[src/sv/mfr_pkg.sv]
// ----------------------------------------------------------------------------
// mfr_pkg: shared types and constants
// Word formats, codes and defaults of the flood relay filter.
// ----------------------------------------------------------------------------
package mfr_pkg;

    localparam logic [31:0] BROADCAST_ID = 32'hFFFF_FFFF;
    localparam logic [7:0]  ACK_TTL      = 8'd30;
    localparam int          MS_PER_S     = 1000;
    localparam logic [7:0]  TYPE_ACK     = 8'd2;
    localparam logic [7:0]  TYPE_NACK    = 8'd3;

    localparam int SEEN_DEPTH_DEF  = 64;
    localparam int ROUTE_DEPTH_DEF = 32;
    localparam int INQ_DEPTH       = 2;
    localparam int OUTQ_DEPTH      = 4;

    // (ttl + 1) * 1000 fits in 18 bits
    localparam int AGE_W = 18;

    localparam logic [31:0] DEVICE_ID_RST    = 32'd0;
    localparam logic [7:0]  MAX_HOPS_RST     = 8'd5;
    localparam logic [31:0] MAX_AGE_MS_RST   = 32'd300000;
    localparam logic [1:0]  ACK_PRIORITY_RST = 2'd2;

    typedef enum logic [1:0] {
        ACT_RECV  = 2'd0,
        ACT_OWN   = 2'd1,
        ACT_TICK  = 2'd2,
        ACT_CLEAN = 2'd3
    } action_t;

    typedef enum logic [2:0] {
        KIND_DELIVER = 3'd0,
        KIND_ACK     = 3'd1,
        KIND_RELAY   = 3'd2,
        KIND_OWN     = 3'd3,
        KIND_STATUS  = 3'd4
    } kind_t;

    typedef enum logic [1:0] {
        REG_DEVICE_ID    = 2'd0,
        REG_MAX_HOPS     = 2'd1,
        REG_MAX_AGE_MS   = 2'd2,
        REG_ACK_PRIORITY = 2'd3
    } reg_idx_t;

    typedef struct packed {
        logic [31:0] device_id;
        logic [7:0]  max_hops;
        logic [31:0] max_age_ms;
        logic [1:0]  ack_priority;
    } cfg_t;

    typedef struct packed {
        action_t     action;
        logic [31:0] source;
        logic [31:0] dest;
        logic [31:0] seq;
        logic [7:0]  mtype;
        logic [1:0]  prio;
        logic [7:0]  hops;
        logic [7:0]  ttl;
        logic [31:0] ts;
    } hdr_t;

    // classified word passed from front to back
    typedef struct packed {
        hdr_t             hdr;
        logic             for_us;
        logic             ack_req;
        logic             relay_ok;
        logic [AGE_W-1:0] age_lim;
    } item_t;

    typedef struct packed {
        kind_t       kind;
        logic [31:0] source;
        logic [31:0] dest;
        logic [31:0] seq;
        logic [7:0]  mtype;
        logic [1:0]  prio;
        logic [7:0]  hops;
        logic [7:0]  ttl;
        logic [31:0] time_ms;
        logic [31:0] acked;
    } res_t;

endpackage

[src/sv/mfr_fifo.sv]
// ----------------------------------------------------------------------------
// mfr_fifo: small register queue
// Push/full on the write side, pop/empty on the read side.
// ----------------------------------------------------------------------------
module mfr_fifo #(
    parameter int WIDTH = 8,
    parameter int DEPTH = 2
) (
    input  logic             clk,
    input  logic             rst_n,
    input  logic             push,
    input  logic [WIDTH-1:0] din,
    output logic             full,
    input  logic             pop,
    output logic [WIDTH-1:0] dout,
    output logic             empty
);

    localparam int AW   = (DEPTH > 1) ? $clog2(DEPTH) : 1;
    localparam int CNTW = $clog2(DEPTH + 1);
    localparam logic [AW-1:0]   LAST  = AW'(DEPTH - 1);
    localparam logic [CNTW-1:0] CFULL = CNTW'(DEPTH);

    logic [WIDTH-1:0] mem [DEPTH];
    logic [AW-1:0]    wr_ptr_reg, wr_ptr_next;
    logic [AW-1:0]    rd_ptr_reg, rd_ptr_next;
    logic [CNTW-1:0]  cnt_reg, cnt_next;
    logic             do_push, do_pop;

    assign full    = (cnt_reg == CFULL);
    assign empty   = (cnt_reg == '0);
    assign do_push = push && !full;
    assign do_pop  = pop && !empty;
    assign dout    = mem[rd_ptr_reg];

    always_comb
    begin
        wr_ptr_next = wr_ptr_reg;
        rd_ptr_next = rd_ptr_reg;
        cnt_next    = cnt_reg;
        if (do_push)
        begin
            wr_ptr_next = (wr_ptr_reg == LAST) ? '0 : wr_ptr_reg + AW'(1);
        end
        if (do_pop)
        begin
            rd_ptr_next = (rd_ptr_reg == LAST) ? '0 : rd_ptr_reg + AW'(1);
        end
        if (do_push && !do_pop)
        begin
            cnt_next = cnt_reg + CNTW'(1);
        end
        else if (do_pop && !do_push)
        begin
            cnt_next = cnt_reg - CNTW'(1);
        end
    end

    always_ff @(posedge clk or negedge rst_n)
    begin
        if (!rst_n)
        begin
            wr_ptr_reg <= '0;
            rd_ptr_reg <= '0;
            cnt_reg    <= '0;
        end
        else
        begin
            wr_ptr_reg <= wr_ptr_next;
            rd_ptr_reg <= rd_ptr_next;
            cnt_reg    <= cnt_next;
        end
    end

    always_ff @(posedge clk)
    begin
        if (do_push)
        begin
            mem[wr_ptr_reg] <= din;
        end
    end

endmodule

[src/sv/mfr_front.sv]
// ----------------------------------------------------------------------------
// mfr_front: input acceptance and classification
// Decodes addressing, static relay rules and the TTL age limit, then queues.
// ----------------------------------------------------------------------------
module mfr_front (
    input  logic           clk,
    input  logic           rst_n,
    input  mfr_pkg::cfg_t  cfg,
    input  logic           push,
    input  mfr_pkg::hdr_t  hdr,
    output logic           full,
    input  logic           q_pop,
    output mfr_pkg::item_t q_item,
    output logic           q_empty
);

    mfr_pkg::item_t item;
    logic           is_bcast;
    logic           to_me;

    always_comb
    begin
        is_bcast      = (hdr.dest == mfr_pkg::BROADCAST_ID);
        to_me         = (hdr.dest == cfg.device_id);
        item.hdr      = hdr;
        item.for_us   = to_me || is_bcast;
        item.ack_req  = to_me && !is_bcast;
        item.relay_ok = (hdr.hops < cfg.max_hops) && item.for_us &&
                        !(hdr.mtype inside {mfr_pkg::TYPE_ACK, mfr_pkg::TYPE_NACK});
        // floor(age / 1000) > ttl  <=>  age >= (ttl + 1) * 1000
        item.age_lim  = mfr_pkg::AGE_W'((mfr_pkg::AGE_W'(hdr.ttl) + mfr_pkg::AGE_W'(1)) *
                                        mfr_pkg::AGE_W'(mfr_pkg::MS_PER_S));
    end

    mfr_fifo #(
        .WIDTH ($bits(mfr_pkg::item_t)),
        .DEPTH (mfr_pkg::INQ_DEPTH)
    ) u_inq (
        .clk   (clk),
        .rst_n (rst_n),
        .push  (push),
        .din   (item),
        .full  (full),
        .pop   (q_pop),
        .dout  (q_item),
        .empty (q_empty)
    );

endmodule

[config.mk]
export PLATFORM = sky130hd
export DESIGN_NAME = mfr_front
export DESIGN_NICKNAME = d
export VERILOG_FILES = /design/src/sv/mfr_pkg.sv /design/src/sv/mfr_fifo.sv /design/src/sv/mfr_front.sv
export SDC_FILE = /design/constraint.sdc
export NUM_CORES = 1
export LEC_CHECK = 0
export BUFFER_PORTS_ARGS = -buffer_cell sky130_fd_sc_hd__buf_4
export CAP_MARGIN = 5
export CORE_MARGIN = 5
export CORE_UTILIZATION = 35
export DETAILED_ROUTE_END_ITERATION = 8
export GPL_TIMING_DRIVEN = 0
export PLACE_DENSITY = 0.59
export SYNTH_ARGS = -nofsm -noshare
export SYNTH_HDL_FRONTEND = slang
export SYNTH_SLANG_ARGS = --single-unit
[constraint.sdc]
create_clock -name clk -period 13.6 [get_ports clk]
set_input_delay 1.36 -clock clk [delete_from_list [all_inputs] [get_ports clk]]
set_output_delay 1.36 -clock clk [all_outputs]
set_load 0.02 [all_outputs]
# Yosys cells after proc, flatten, opt, wreduce, memory -nomap -nowiden
# Memories as Yosys holds them, arrays and structs flattened.
# Cells that the tools add are included.
# W data, S select, Z words.
# totals
register_bits	4
ramBits	348
inputBits	234
out_inout_bits	179
wordCells	39
mem_count	1
# mem_list
memory	depth	width	read_ports	rd_ports_with_merged_regs	wr	line	rtl
u_inq.mem	2	174	1	0	1	mfr_fifo.sv:24	logic [WIDTH-1:0] mem [DEPTH];
# op_classes
add_sub_neg	5
mul	1
magnitude_cmp	1
eq_ne	5
muxes	6
n_reduce_logical	17
# ops
operator	count
$eq A32 B32 Y1	1
$eq A32 B32 Y1 const B	1
$eq A8 B2 Y1 const B	2
$mul A9 B7 Y15 const B	1
$add A8 B1 Y9 const B	1
$lt A8 B8 Y1	1
$logic_and A1 B1 Y1	7
$logic_not A1 Y1	6
$mux W1	4
$mux W2	2
$reduce_bool A2 Y1	2
$add A1 B1 Y1 const B	2
$add A2 B1 Y2 const B	1
$eq A2 B2 Y1 const B	1
$logic_not A2 Y1	1
$sub A2 B1 Y2 const B	1
$logic_or A1 B1 Y1	1

# Logic depth before layout (Yosys ltp)
# Gate-level depths: netlist (run 1).
# depth
ltp_word	7
depth_mapped	18
mapped_depth_nobuf	18

# Cells and area by module
# Synthesis (run 1) repeated with hierarchy kept, for this count alone.
# unflattened
cells_unflattened	840
area_unflattened_um2	15691.3
# modules_own_cells
module	instances	cells_each	area_per_inst_um2	seq_area_each_um2
mfr_fifo	1	570	13392.8	10730.3
mfr_front	1	270	2298.5	0.0

# Worst setup path before layout (run 1)
# No wires, ideal clock.
# synth_path
kind	in2reg
start	in push
end	mem u_inq.mem[0][0] in the netlist's numbering, enable pin
setup_ps	710
t_arrival_ps	8667
path_slack_ps	4223
cell_stages	2
path_buffers	0
path_cell_list	nand2_1 -> nor2_1
# synth_via
elab_chain_cells	3
# synth_rtl
item	line	rtl
start, declared	mfr_front.sv:9	input logic push,
$logic_and A1 B1 Y1	mfr_fifo.sv:32	assign do_push = push && !full;
$mux W1	mfr_fifo.sv:77	if (do_push)
$mux W1 (not written as such)	mfr_fifo.sv:79	mem[wr_ptr_reg] <= din;
end, declared	mfr_fifo.sv:24	
# Every way passes these cells.

==> impl_results.md, run 1 <==
* Status: finished clean
* Largest cells by area after synthesis: edfxtp_1 70%, mux2_2 13%, ha_1 3.7%
* Syn-to-layout area delta at 32.6%
* CTS buffer count at 39
* Drt wl/cell at 19.9 um
* Pwr dens at 223 nW/um2
* Final Skew at 0.0116 ns
* TritonCTS clock tree: built
* Final worst setup slack at 8.16 ns
* Post-Syn Area at 15,000 um2
* CTS sink cnt at 352
* DR pass1 iterations at 5
* Mean area per synthesized cell at 18.0 um2
* Die Width at 217 um
* DRC viols at 0
* Sw Ratio at 34.3%
* Synth top area share at 69.7%
* Yosys cell types at 49
* Clk pwr share at 21.9%
* Initial antenna violation count at 1
* Via-to-Cell Ratio at 4.67
* Initial drt markers at 469
* Cell count after synthesis at 832
* RD Place Congestion at 0.770
* Synth Register Bits at 352
* Layout cells sized above 1 at 49.6%
* Initial Utilization at 35.6%
* Crit path arrival time at 5.77 ns
* Fin nets at 1,557
* Core ar. at 42,100 um2
* PostCTS Resize Cnt at 0
* Max clock buf depth at 3
* Hold-fix buffers, CTS at 0
* Die area at 47,000 um2
* Hold_ws at 0.517 ns
* Fin crit period at 5.44 ns
* FF-to-FF setup slack at 11.39 ns
* Fin crit share at 40.0%
* Yosys top cell by area: edfxtp_1
* RSZ-0062 raised after global routing: no
* Total GRT Usage at 14.8%
* Vias in the first global route at 8,824
* Port Buffers at 375
* Top-Level Pins at 413
* Die H at 217 um
* Hold EP: u_inq.cnt_reg[1]
* Synth warn at 0
* Worst r2r src: u_inq.cnt_reg[0]
* EDFF count, synth at 348
* Largest net degree at the start of global routing at 60
* FF-to-FF End: u_inq.mem[0][145]
* Worst hold start: u_inq.cnt_reg[1]
* ANT nets after route at 0
* Leak at 7.68 nW
* Worst Tran Pin Value at 0.733 ns
* Sequential fraction of the synthesis area at 70.4%
* CTS root buf: clkbuf_16
* Crit end category: flip-flop
* Critical path class: input port to flip-flop
* Detailed placer's ending HPWL at 26,700 um
* HP Class: flip-flop to flip-flop
* Max Freq at 184 MHz
* Worst slack at placement at 7.58 ns
* Normalized max-slew margin at 51.1%
* Element type at the critical path start: input port
* GRT Residual Overflow at 0
* Clk slew on worst S/H paths at 0.06 ns
* Final Hold Fails at 0
* Max reg flops at 348
* WHS Path Cells at 1
* P_sw at 1.52 mW
* Ys flop type: edfxtp_1
* Crit-path max FO at 9
* # Post-CTS Setup Buffers at 0
* Pwr Total at 4.44 mW
* R2r worst-path depth at 6
* Vias at 8,523
* Final Max Slew Viols at 0
* CTS H-tree lvls at 2
* Cell Int Power at 2.92 mW
* Peak supply drop at 0.132 mV
* Flop pwr share at 36.1%
* Rows at 75
* Max Cap Viol at 0
* Post-Route WL at 36,300 um
* Final Setup Violations at 0
* Combinational Power Share at 42.0%
* Global-route wire length before repair at 53,100 um
* Clk_lat worst skew at 0.56 ns
* CP required at 13.94 ns
* Ys async rst share at 1.14%
==> per-stage QoR <==
stage	utilization (%)	area [um2]	cells	TNS, ns
2_1_floorplan	-	15000	834	0
3_3_place_gp	43.9	18500	1748	-150.89
3_5_place_dp	44.4	18700	1757	0
4_1_cts	47.1	19900	1826	0
5_1_grt	47.1	19900	1827	0
6_report	47.1	19900	1827	0
==> layer usage <==
layer	global-route usage (%)	share of wire (%)	vias to the layer above
met5	0	0	-
met4	5.33	2.8	0
met3	3.70	6.3	59
met2	25.3	50	237
met1	18.3	41	4226
li1	-	-	4001
==> power groups by stage <==
stage	logic, mW	registers (mW)	clock network (mW)
2_1_floorplan	1.15	1.67	0
3_3_place_gp	1.85	1.73	0
3_5_place_dp	1.90	1.62	0
4_1_cts	1.91	1.60	1.00
5_1_grt	2.01	1.62	1.05
6_report	1.87	1.60	0.971
==> worst max path at each step <==
stage,startpoint,end,slack [ns],cells after the start
6_report,hdr[32],u_inq.mem[0][14],8.16,17
5_1_grt,hdr[32],u_inq.mem[0][14],7.92,18
4_1_cts,hdr[32],u_inq.mem[0][14],8.17,18
3_5_place_dp,hdr[32],u_inq.mem[0][14],7.58,18
3_3_place_gp,push,u_inq.mem[0][162],-0.88,3
2_1_floorplan,push,u_inq.mem[0][0],4.22,2
==> cell usage in the layout, fill, tap and decap left out, drive strengths merged, types with 2 or more instances in the layout <==
cell type	synthesis	layout
ha	44	44
dfrtp	4	4
buf	21	405
clkbuf	1	51
nand2b	4	4
a21oi	9	9
and3	2	2
fa	20	20
nor2b	3	3
conb	1	3
nand2	8	8
nand3	7	7
o21ai	4	4
inv	55	59
a21o	6	6
o211ai	2	2
xor2	11	11
mux2	175	175
clkinv	0	13
nor2	13	13
edfxtp	348	348
xnor2	55	55
nand4	17	17
or2	2	2
or3	2	2
a31oi	2	2
nor4	5	5
==> logic make-up after synthesis <==
| family | count (synthesis) | share of synthesized area (%) |
|---|---|---|
| AOI/OAI and AO/OA | 30 | 1.32 |
| xor gates and xnor gates | 66 | 4.08 |
| adders and majority gates | 64 | 6.35 |
| buffers and inverters | 77 | 2.14 |
| DFF | 352 | 70.4 |
| muxes | 175 | 13.2 |
| other | 1 | 0.0250 |
| and+or+nand+nor | 67 | 2.52 |
==> critical path, cell delays in order <==
cell and delay [ns]:
buf_4 0.15, ha_1 0.25, xor2_2 0.37, inv_1 0.10, fa_1 0.47, fa_1 0.51
inv_1 0.05, fa_1 0.50, inv_1 0.05, fa_1 0.53, inv_1 0.04, ha_1 0.36
nand3_1 0.11, o211ai_1 0.12, o211ai_1 0.34, o21ai_1 0.14, xnor2_1 0.31
==> cell usage after synthesis (2+ instances only) <==
master    number
nand3_1        6
mux2_2       175
a21oi_1        9
buf_2         16
buf_4          3
fa_1          20
buf_1          2
xor2_1         9
nand2_1        8
nor2_1        11
or3_1          2
edfxtp_1     348
o21ai_0        3
ha_1          44
nand2b_1       4
dfrtp_1        4
a21o_1         5
a31oi_1        2
nand4_1       17
o211ai_1       2
nor4_1         5
xnor2_1       54
inv_1         55
nor2b_1        3
==> cell type report <==
type	count	area, um2
diodes	1	2.50
plain buffers	22	114
clock buffers	50	1020
clock inverters	19	148
fillers	3692	22300
inverters	55	206
multi-input cells	405	4130
flip-flops and latches	352	10600
well taps	539	674
repair buffers	384	3020
(Power assumes the default switching activity.)
==> inputs of run 2 (changes only) <==
--- a/config.mk
+++ b/config.mk
@@ -11,7 +11,7 @@
 export CORE_UTILIZATION = 35
 export DETAILED_ROUTE_END_ITERATION = 8
 export GPL_TIMING_DRIVEN = 0
-export PLACE_DENSITY = 0.59
+export PLACE_DENSITY = 0.61
 export SYNTH_ARGS = -nofsm -noshare
 export SYNTH_HDL_FRONTEND = slang
 export SYNTH_SLANG_ARGS = --single-unit
==> constraint.sdc (replaced) <==
create_clock -name clk -period 4.4 [get_ports clk]
set_input_delay 0.44 -clock clk [delete_from_list [all_inputs] [get_ports clk]]
set_output_delay 0.44 -clock clk [all_outputs]
set_load 0.02 [all_outputs]
==> run 2 against run 1 <==
Wire length down 0.72%. Worst setup slack worse by 8.0 ns. Combinational power rose to 3.1 times the previous value. Non-clock buffer count up 2. Register-to-register slack worse by 9.4 ns. Largest power group unchanged. Sequential cell count unchanged. Global-route usage up 0.11 points. Clock power rose to 3.2 times the previous value. Via count down 0.31%. Die area unchanged. Sequential power rose to 3.1 times the previous value. Critical path depth down 1.
==> impl_results.md, run 2 (synthesis results as in run 1) <==
* CTS sink cnt at 352 (unchanged)
* CP required at 4.68 ns (was 13.94 ns)
* Die Width at 217 um (unchanged)
* CTS root buf: clkbuf_16 (unchanged)
* Worst r2r src: u_inq.cnt_reg[0] (unchanged)
* Crit-path max FO at 9 (unchanged)
* Final Hold Fails at 0 (unchanged)
* Cell Int Power at 9.16 mW (was 2.92 mW)
* GRT Residual Overflow at 0 (unchanged)
* Detailed placer's ending HPWL at 26,600 um (was 26,700 um)
* Peak supply drop at 0.457 mV (was 0.132 mV)
* Initial Utilization at 35.6% (unchanged)
* DRC viols at 0 (unchanged)
* Vias in the first global route at 9,124 (was 8,824)
* Die area at 47,000 um2 (unchanged)
* Fin nets at 1,560 (was 1,557)
* WHS Path Cells at 1 (unchanged)
* Die H at 217 um (unchanged)
* Via-to-Cell Ratio at 4.64 (was 4.67)
* Clk_lat worst skew at 0.55 ns (was 0.56 ns)
* Pwr Total at 13.9 mW (was 4.44 mW)
* Initial antenna violation count at 1 (unchanged)
* CTS buffer count at 40 (was 39)
* Hold_ws at 0.0667 ns (was 0.517 ns)
* Hold EP: u_inq.mem[0][91] (was u_inq.cnt_reg[1])
* Initial drt markers at 394 (was 469)
* Fin crit share at 95.4%
* TritonCTS clock tree: built (unchanged)
* Final TNS setup at 0 ns (unchanged)
* Syn-to-layout area delta at 33.6% (was 32.6%)
* P_sw at 4.74 mW (was 1.52 mW)
* Worst slack at placement at -0.544 ns (was 7.58 ns)
* Max Freq at 238 MHz
* HP Class: input port to flip-flop (was flip-flop to flip-flop)
* Pwr dens at 694 nW/um2 (was 223 nW/um2)
* Element type at the critical path start: input port (unchanged)
* Final Skew at 0.00703 ns (was 0.0116 ns)
* Final Max Slew Viols at 0 (unchanged)
* FF-to-FF End: u_inq.mem[1][16] (was u_inq.mem[0][145])
* Drt wl/cell at 19.7 um (was 19.9 um)
* FF-to-FF setup slack at 2.03 ns (was 11.39 ns)
* RSZ-0062 raised after global routing: no (unchanged)
* Rows at 75 (unchanged)
* Core ar. at 42,100 um2 (unchanged)
* Commonest non-fill, non-tap cells in the layout: 379 x buf_4, 348 x edfxtp_1, 175 x mux2_2, 55 x inv_1, 54 x xnor2_1 (was 378 x buf_4, 348 x edfxtp_1, 175 x mux2_2, 55 x inv_1, 54 x xnor2_1)
* Total GRT Usage at 14.9% (was 14.8%)
* Leak at 7.74 nW (was 7.68 nW)
* Post-route cell area at 20,000 um2 (was 19,900 um2)
* Largest net degree at the start of global routing at 58 (was 60)
* Status: finished clean (unchanged)
* Worst Tran Pin Value at 0.857 ns (was 0.733 ns)
* Final worst setup slack at 0.204 ns (was 8.16 ns)
* ANT nets after route at 0 (unchanged)
* Clk slew on worst S/H paths at 0.06 ns (about the same)
* Normalized max-slew margin at 42.9% (was 51.1%)
* Commonest non-fill, non-tap cell in the layout: buf_4 (unchanged)
* Port Buffers at 375 (unchanged)
* Fin crit period at 4.20 ns
* RD Place Congestion at 0.800 (was 0.770)
* Combinational Power Share at 41.8% (was 42.0%)
* DR pass1 iterations at 4 (was 5)
* Critical path class: input port to flip-flop (unchanged)
* R2r worst-path depth at 5 (was 6)
* Final Setup Violations at 0 (unchanged)
* Max clock buf depth at 3 (unchanged)
* Vias at 8,497 (was 8,523)
* Top-Level Pins at 413 (unchanged)
* Crit path arrival time at 4.48 ns (was 5.77 ns)
* Placed cell areas at 18,700 um2 (about the same)
* Fillcell total at 3,689 (was 3,692)
* Sw Ratio at 34.1% (was 34.3%)
* Layout cells sized above 1 at 50.4% (was 49.6%)
* Max reg flops at 348 (unchanged)
* Flop pwr share at 35.6% (was 36.1%)
* Max Cap Viol at 0 (unchanged)
* CTS H-tree lvls at 2 (unchanged)
* Clk pwr share at 22.6% (was 21.9%)
* Worst hold start: hdr[73] (was u_inq.cnt_reg[1])
* Post-Route WL at 36,000 um (was 36,300 um)
* Global-route wire length before repair at 54,000 um (was 53,100 um)
* Crit end category: flip-flop (unchanged)
-- run 2: worst max-delay path, cell delays in order --
cell and delay [ns]:
buf_4 0.16, ha_4 0.19, nand3_1 0.12, xor2_2 0.32
inv_1 0.13, ha_1 0.34, xnor2_1 0.16, fa_1 0.54
inv_1 0.05, fa_1 0.47, ha_1 0.31, ha_1 0.22
or3_1 0.37, o211ai_1 0.34, o21ai_1 0.15, xnor2_1 0.17
-- run 2: through the flow --
| stage | util (%) | cells |
|---|---|---|
| finish | 47.5 | 1831 |
| global route | 47.5 | 1831 |
| CTS | 47.4 | 1829 |
| detailed placement | 44.5 | 1757 |
| global placement | 44.0 | 1748 |
| floorplan | - | 834 |
-- run 2: metal layers --
metal / vias to the layer above / GRT usage, % / part of all wire, %
met3: 49 / 4.63 / 6.9
met5: - / 0 / 0
met4: 0 / 3.96 / 2.2
met2: 221 / 26.1 / 51
met1: 4220 / 17.9 / 39
li1: 4007 / - / -
-- run 2: layout make-up --
cell class / instances / area, um2 / area share (%)
Multi-Input combinational cell: 405 / 4190 / 20.9
Inverter: 55 / 206 / 1.03
Buffer: 22 / 114 / 0.569
Clock inverter: 20 / 174 / 0.869
Antenna cell: 1 / 2.50 / 0.0125
Sequential cell: 352 / 10600 / 52.7
Tap cell: 539 / 674 / 3.37
Timing Repair Buffer: 386 / 3040 / 15.2
Clock buffer: 51 / 1060 / 5.31
-- run 2: how the worst max path moves through the flow --
stage                         to              from  cells after the start
3_5_place_dp    u_inq.mem[1][14]           hdr[32]                     15
5_1_grt         u_inq.mem[1][12]           hdr[32]                     16
6_report        u_inq.mem[0][14]           hdr[32]                     16
2_1_floorplan   u_inq.mem[0][14]           hdr[32]                     14
4_1_cts         u_inq.mem[0][14]           hdr[32]                     15
3_3_place_gp   u_inq.mem[0][157]  u_inq.cnt_reg[0]                      3
-- run 2: power groups by stage --
stage               clock network [mW]  logic [mW]  registers (mW)
floorplan                            0        3.55            5.03
finish                            3.15        5.81            4.94
detailed placement                   0        5.90            5.02
global placement                     0        5.73            5.12
CTS                               3.26        5.93            4.95
global route                      3.41        6.27            5.01
-- run 2: timing repair --
item                                    in CTS  in global routing
endpoints found under the hold margin        4                  0
buffers inserted                             0                  1
hold buffers                                 1                  0
gates resized for setup                      0                  4
endpoints found under the setup margin       0                  6
==> inputs of run 3 (changes only) <==
--- a/config.mk
+++ b/config.mk
@@ -12,6 +12,7 @@
 export DETAILED_ROUTE_END_ITERATION = 8
 export GPL_TIMING_DRIVEN = 0
 export PLACE_DENSITY = 0.61
+export REMOVE_ABC_BUFFERS = 1
 export SYNTH_ARGS = -nofsm -noshare
 export SYNTH_HDL_FRONTEND = slang
 export SYNTH_SLANG_ARGS = --single-unit
==> run 3 against run 2 <==
Worst setup slack improved by 0.012 ns. Final cell count decreased by 0.76%. Utilization increased by 0.12 points. Combinational power decreased by 2%. Design area increased by 0.26%. Sequential power increased by 2%. Hold slack improved by 0.0090 ns. Largest cell class unchanged.
==> impl_results.md, run 3 (synthesis results as in run 1) <==
* Status: finished clean (unchanged)
* CTS buffer count at 40 (unchanged)
* Critical path class: input port to flip-flop (unchanged)
* DRC viols at 0 (unchanged)
* Port Buffers at 375 (unchanged)
* Initial antenna violation count at 0 (was 1)
* Fillcell total at 3,639 (was 3,689)
* Vias at 8,448 (was 8,497)
* Pwr dens at 692 nW/um2 (was 694 nW/um2)
* CTS root buf: clkbuf_16 (unchanged)
* HP Class: input port to flip-flop (unchanged)
* Top Family by Delay on Critical Path: adder cells (unchanged)
* Hold_ws at 0.0757 ns (was 0.0667 ns)
* Crit path arrival time at 4.46 ns (was 4.48 ns)
* Rows at 75 (unchanged)
* Initial drt markers at 376 (was 394)
* Max reg flops at 348 (unchanged)
* Worst Tran Pin Value at 0.899 ns (was 0.857 ns)
* Normalized max-slew margin at 40.1% (was 42.9%)
* Peak supply drop at 0.332 mV (was 0.457 mV)
* Element type at the critical path start: input port (unchanged)
* Max Freq at 239 MHz (was 238 MHz)
* Fin crit share at 95.1% (was 95.4%)
* Max incr delay on CP at 0.52 ns (was 0.54 ns)
* Post-Route WL at 35,700 um (was 36,000 um)
* Top-Level Pins at 413 (unchanged)
* Final Hold Fails at 0 (unchanged)
* Slowest CP cell: fa_1 (unchanged)
* TritonCTS clock tree: built (unchanged)
* Crit-path max FO at 9 (unchanged)
* Post-layout util at 47.6% (was 47.5%)
* GRT Residual Overflow at 0 (unchanged)
* Max clock buf depth at 3 (unchanged)
* Initial Utilization at 35.6% (unchanged)
* Clk_lat worst skew at 0.54 ns (was 0.55 ns)
* ANT nets after route at 0 (unchanged)
* Detailed placer's ending HPWL at 26,000 um (was 26,600 um)
* RSZ-0062 raised after global routing: no (unchanged)
* Worst slack at placement at -0.746 ns (was -0.544 ns)
* Commonest non-fill, non-tap cell in the layout: buf_4 (unchanged)
* Final Max Slew Viols at 0 (unchanged)
* Commonest non-fill, non-tap cells in the layout: 384 x buf_4, 348 x edfxtp_1, 175 x mux2_2, 54 x inv_1, 53 x xnor2_1 (was 379 x buf_4, 348 x edfxtp_1, 175 x mux2_2, 55 x inv_1, 54 x xnor2_1)
* Via-to-Cell Ratio at 4.65 (was 4.64)
* Global-route wire length before repair at 52,500 um (was 54,000 um)
* Largest net degree at the start of global routing at 63 (was 58)
* CP required at 4.68 ns (about the same)
* Total GRT Usage at 14.5% (was 14.9%)
* RD Place Congestion at 0.765 (was 0.800)
* Leak at 7.72 nW (was 7.74 nW)
* Die H at 217 um (unchanged)
* CTS sink cnt at 352 (unchanged)
* Layout cells sized above 1 at 50.4% (about the same)
* Crit end category: flip-flop (unchanged)
* Max Cap Viol at 0 (unchanged)
* Clk slew on worst S/H paths at 0.06 ns (about the same)
* Fin crit period at 4.18 ns (was 4.20 ns)
* Syn-to-layout area delta at 34.0% (was 33.6%)
* DR pass1 iterations at 4 (unchanged)
* CP Buf/Inv Count at 5 (was 3)
* # diodes at 0 (was 1)
* Vias in the first global route at 8,949 (was 9,124)
* Drt wl/cell at 19.7 um (about the same)
* Die area at 47,000 um2 (unchanged)
* Final worst setup slack at 0.216 ns (was 0.204 ns)
* Fin nets at 1,549 (was 1,560)
* Placed cell areas at 18,700 um2 (about the same)
* CP Cell Sequence: buf_4, ha_4, xor2_4, inv_1, fa_1, fa_1, inv_1, fa_1, inv_1, fa_1, inv_1, ha_1, nand3_1, o211ai_1, o211ai_1, o21ai_1, xnor2_1 (was buf_4, ha_4, nand3_1, xor2_2, inv_1, ha_1, xnor2_1, fa_1, inv_1, fa_1, ha_1, ha_1, or3_1, o211ai_1, o21ai_1, xnor2_1)
* Die Width at 217 um (unchanged)
* Core ar. at 42,100 um2 (unchanged)
* CTS H-tree lvls at 2 (unchanged)
* Post-route cell area at 20,100 um2 (was 20,000 um2)
* Final Skew at 0.00789 ns (was 0.00703 ns)
* Final Setup Violations at 0 (unchanged)
==> run 3: cell count changes in the layout (fill, tap and decap cells not counted), moves of 2 or more <==
cell,before,now
buf_2,16,0
xor2_4,2,4
clkinv_2,8,1
buf_4,379,384
xor2_2,2,0
clkbuf_8,0,2
buf_12,5,7
inv_6,0,2
buf_1,2,0
==> run 3: worst paths after layout <==
path,from,to,slack (ns),cells past startpoint
min reg2reg,u_inq.cnt_reg[1],u_inq.cnt_reg[1],0.52,1
max in group asynchronous,rst_n,u_inq.rd_ptr_reg,4.05,2
min,hdr[136],u_inq.mem[0][154],0.08,1
min in group asynchronous,rst_n,u_inq.cnt_reg[1],0.23,2
max,hdr[32],u_inq.mem[0][14],0.22,17
max reg2reg,u_inq.cnt_reg[0],u_inq.mem[0][88],1.88,7
==> run 3: power breakdown <==
part | internal [mW] | total [mW] | switching, mW
combinational | 2.58 | 5.71 | 3.13
sequential | 4.78 | 5.06 | 0.281
clock | 1.84 | 3.12 | 1.29
total | 9.20 | 13.9 | 4.70
==> run 3: area by class of cell <==
| type | count | area, um2 | share of cell area [%] |
|---|---|---|---|
| clock buffers | 54 | 1070 | 5.35 |
| clock inverters | 15 | 154 | 0.767 |
| well taps | 539 | 674 | 3.36 |
| repair buffers | 397 | 3170 | 15.8 |
| flip-flops and latches | 352 | 10600 | 52.6 |
| inverters | 55 | 206 | 1.03 |
| multi-input cells | 405 | 4240 | 21.1 |
==> run 3: worst register-to-register path: cells and delay by family (launching register included) <==
family	cells	cell delay [ns]
buffers and inverters	4	0.87
flip-flops	1	0.43
AND/OR/NAND/NOR	3	0.90
==> run 3: routing by layer <==
| metal | global-route usage, % | share of wire [%] | vias up |
|---|---|---|---|
| met4 | 4.55 | 2.5 | 0 |
| met1 | 17.6 | 41 | 4177 |
| li1 | - | - | 3982 |
| met3 | 3.85 | 6.3 | 56 |
| met2 | 25.3 | 51 | 233 |
| met5 | 0 | 0 | - |
==> run 3: metrics by stage <==
stage                     setup TNS (ns)  total power, mW  cells
after global placement          -2815.91             9.90   1726
final                                  0             13.9   1817
after global routing                   0             14.7   1817
after detailed placement           -7.28             10.9   1738
after CTS                              0             14.1   1808
after floorplan                  -959.08             8.77    812
==> run 3: what timing repair did <==
action                                  4_1_cts  5_1_grt
endpoints found under the setup margin        6        8
gates resized for setup                       3       11
pin swaps                                     1        6
setup buffers                                 0        9
hold buffers                                  1        0
hold endpoints to repair                      4        0
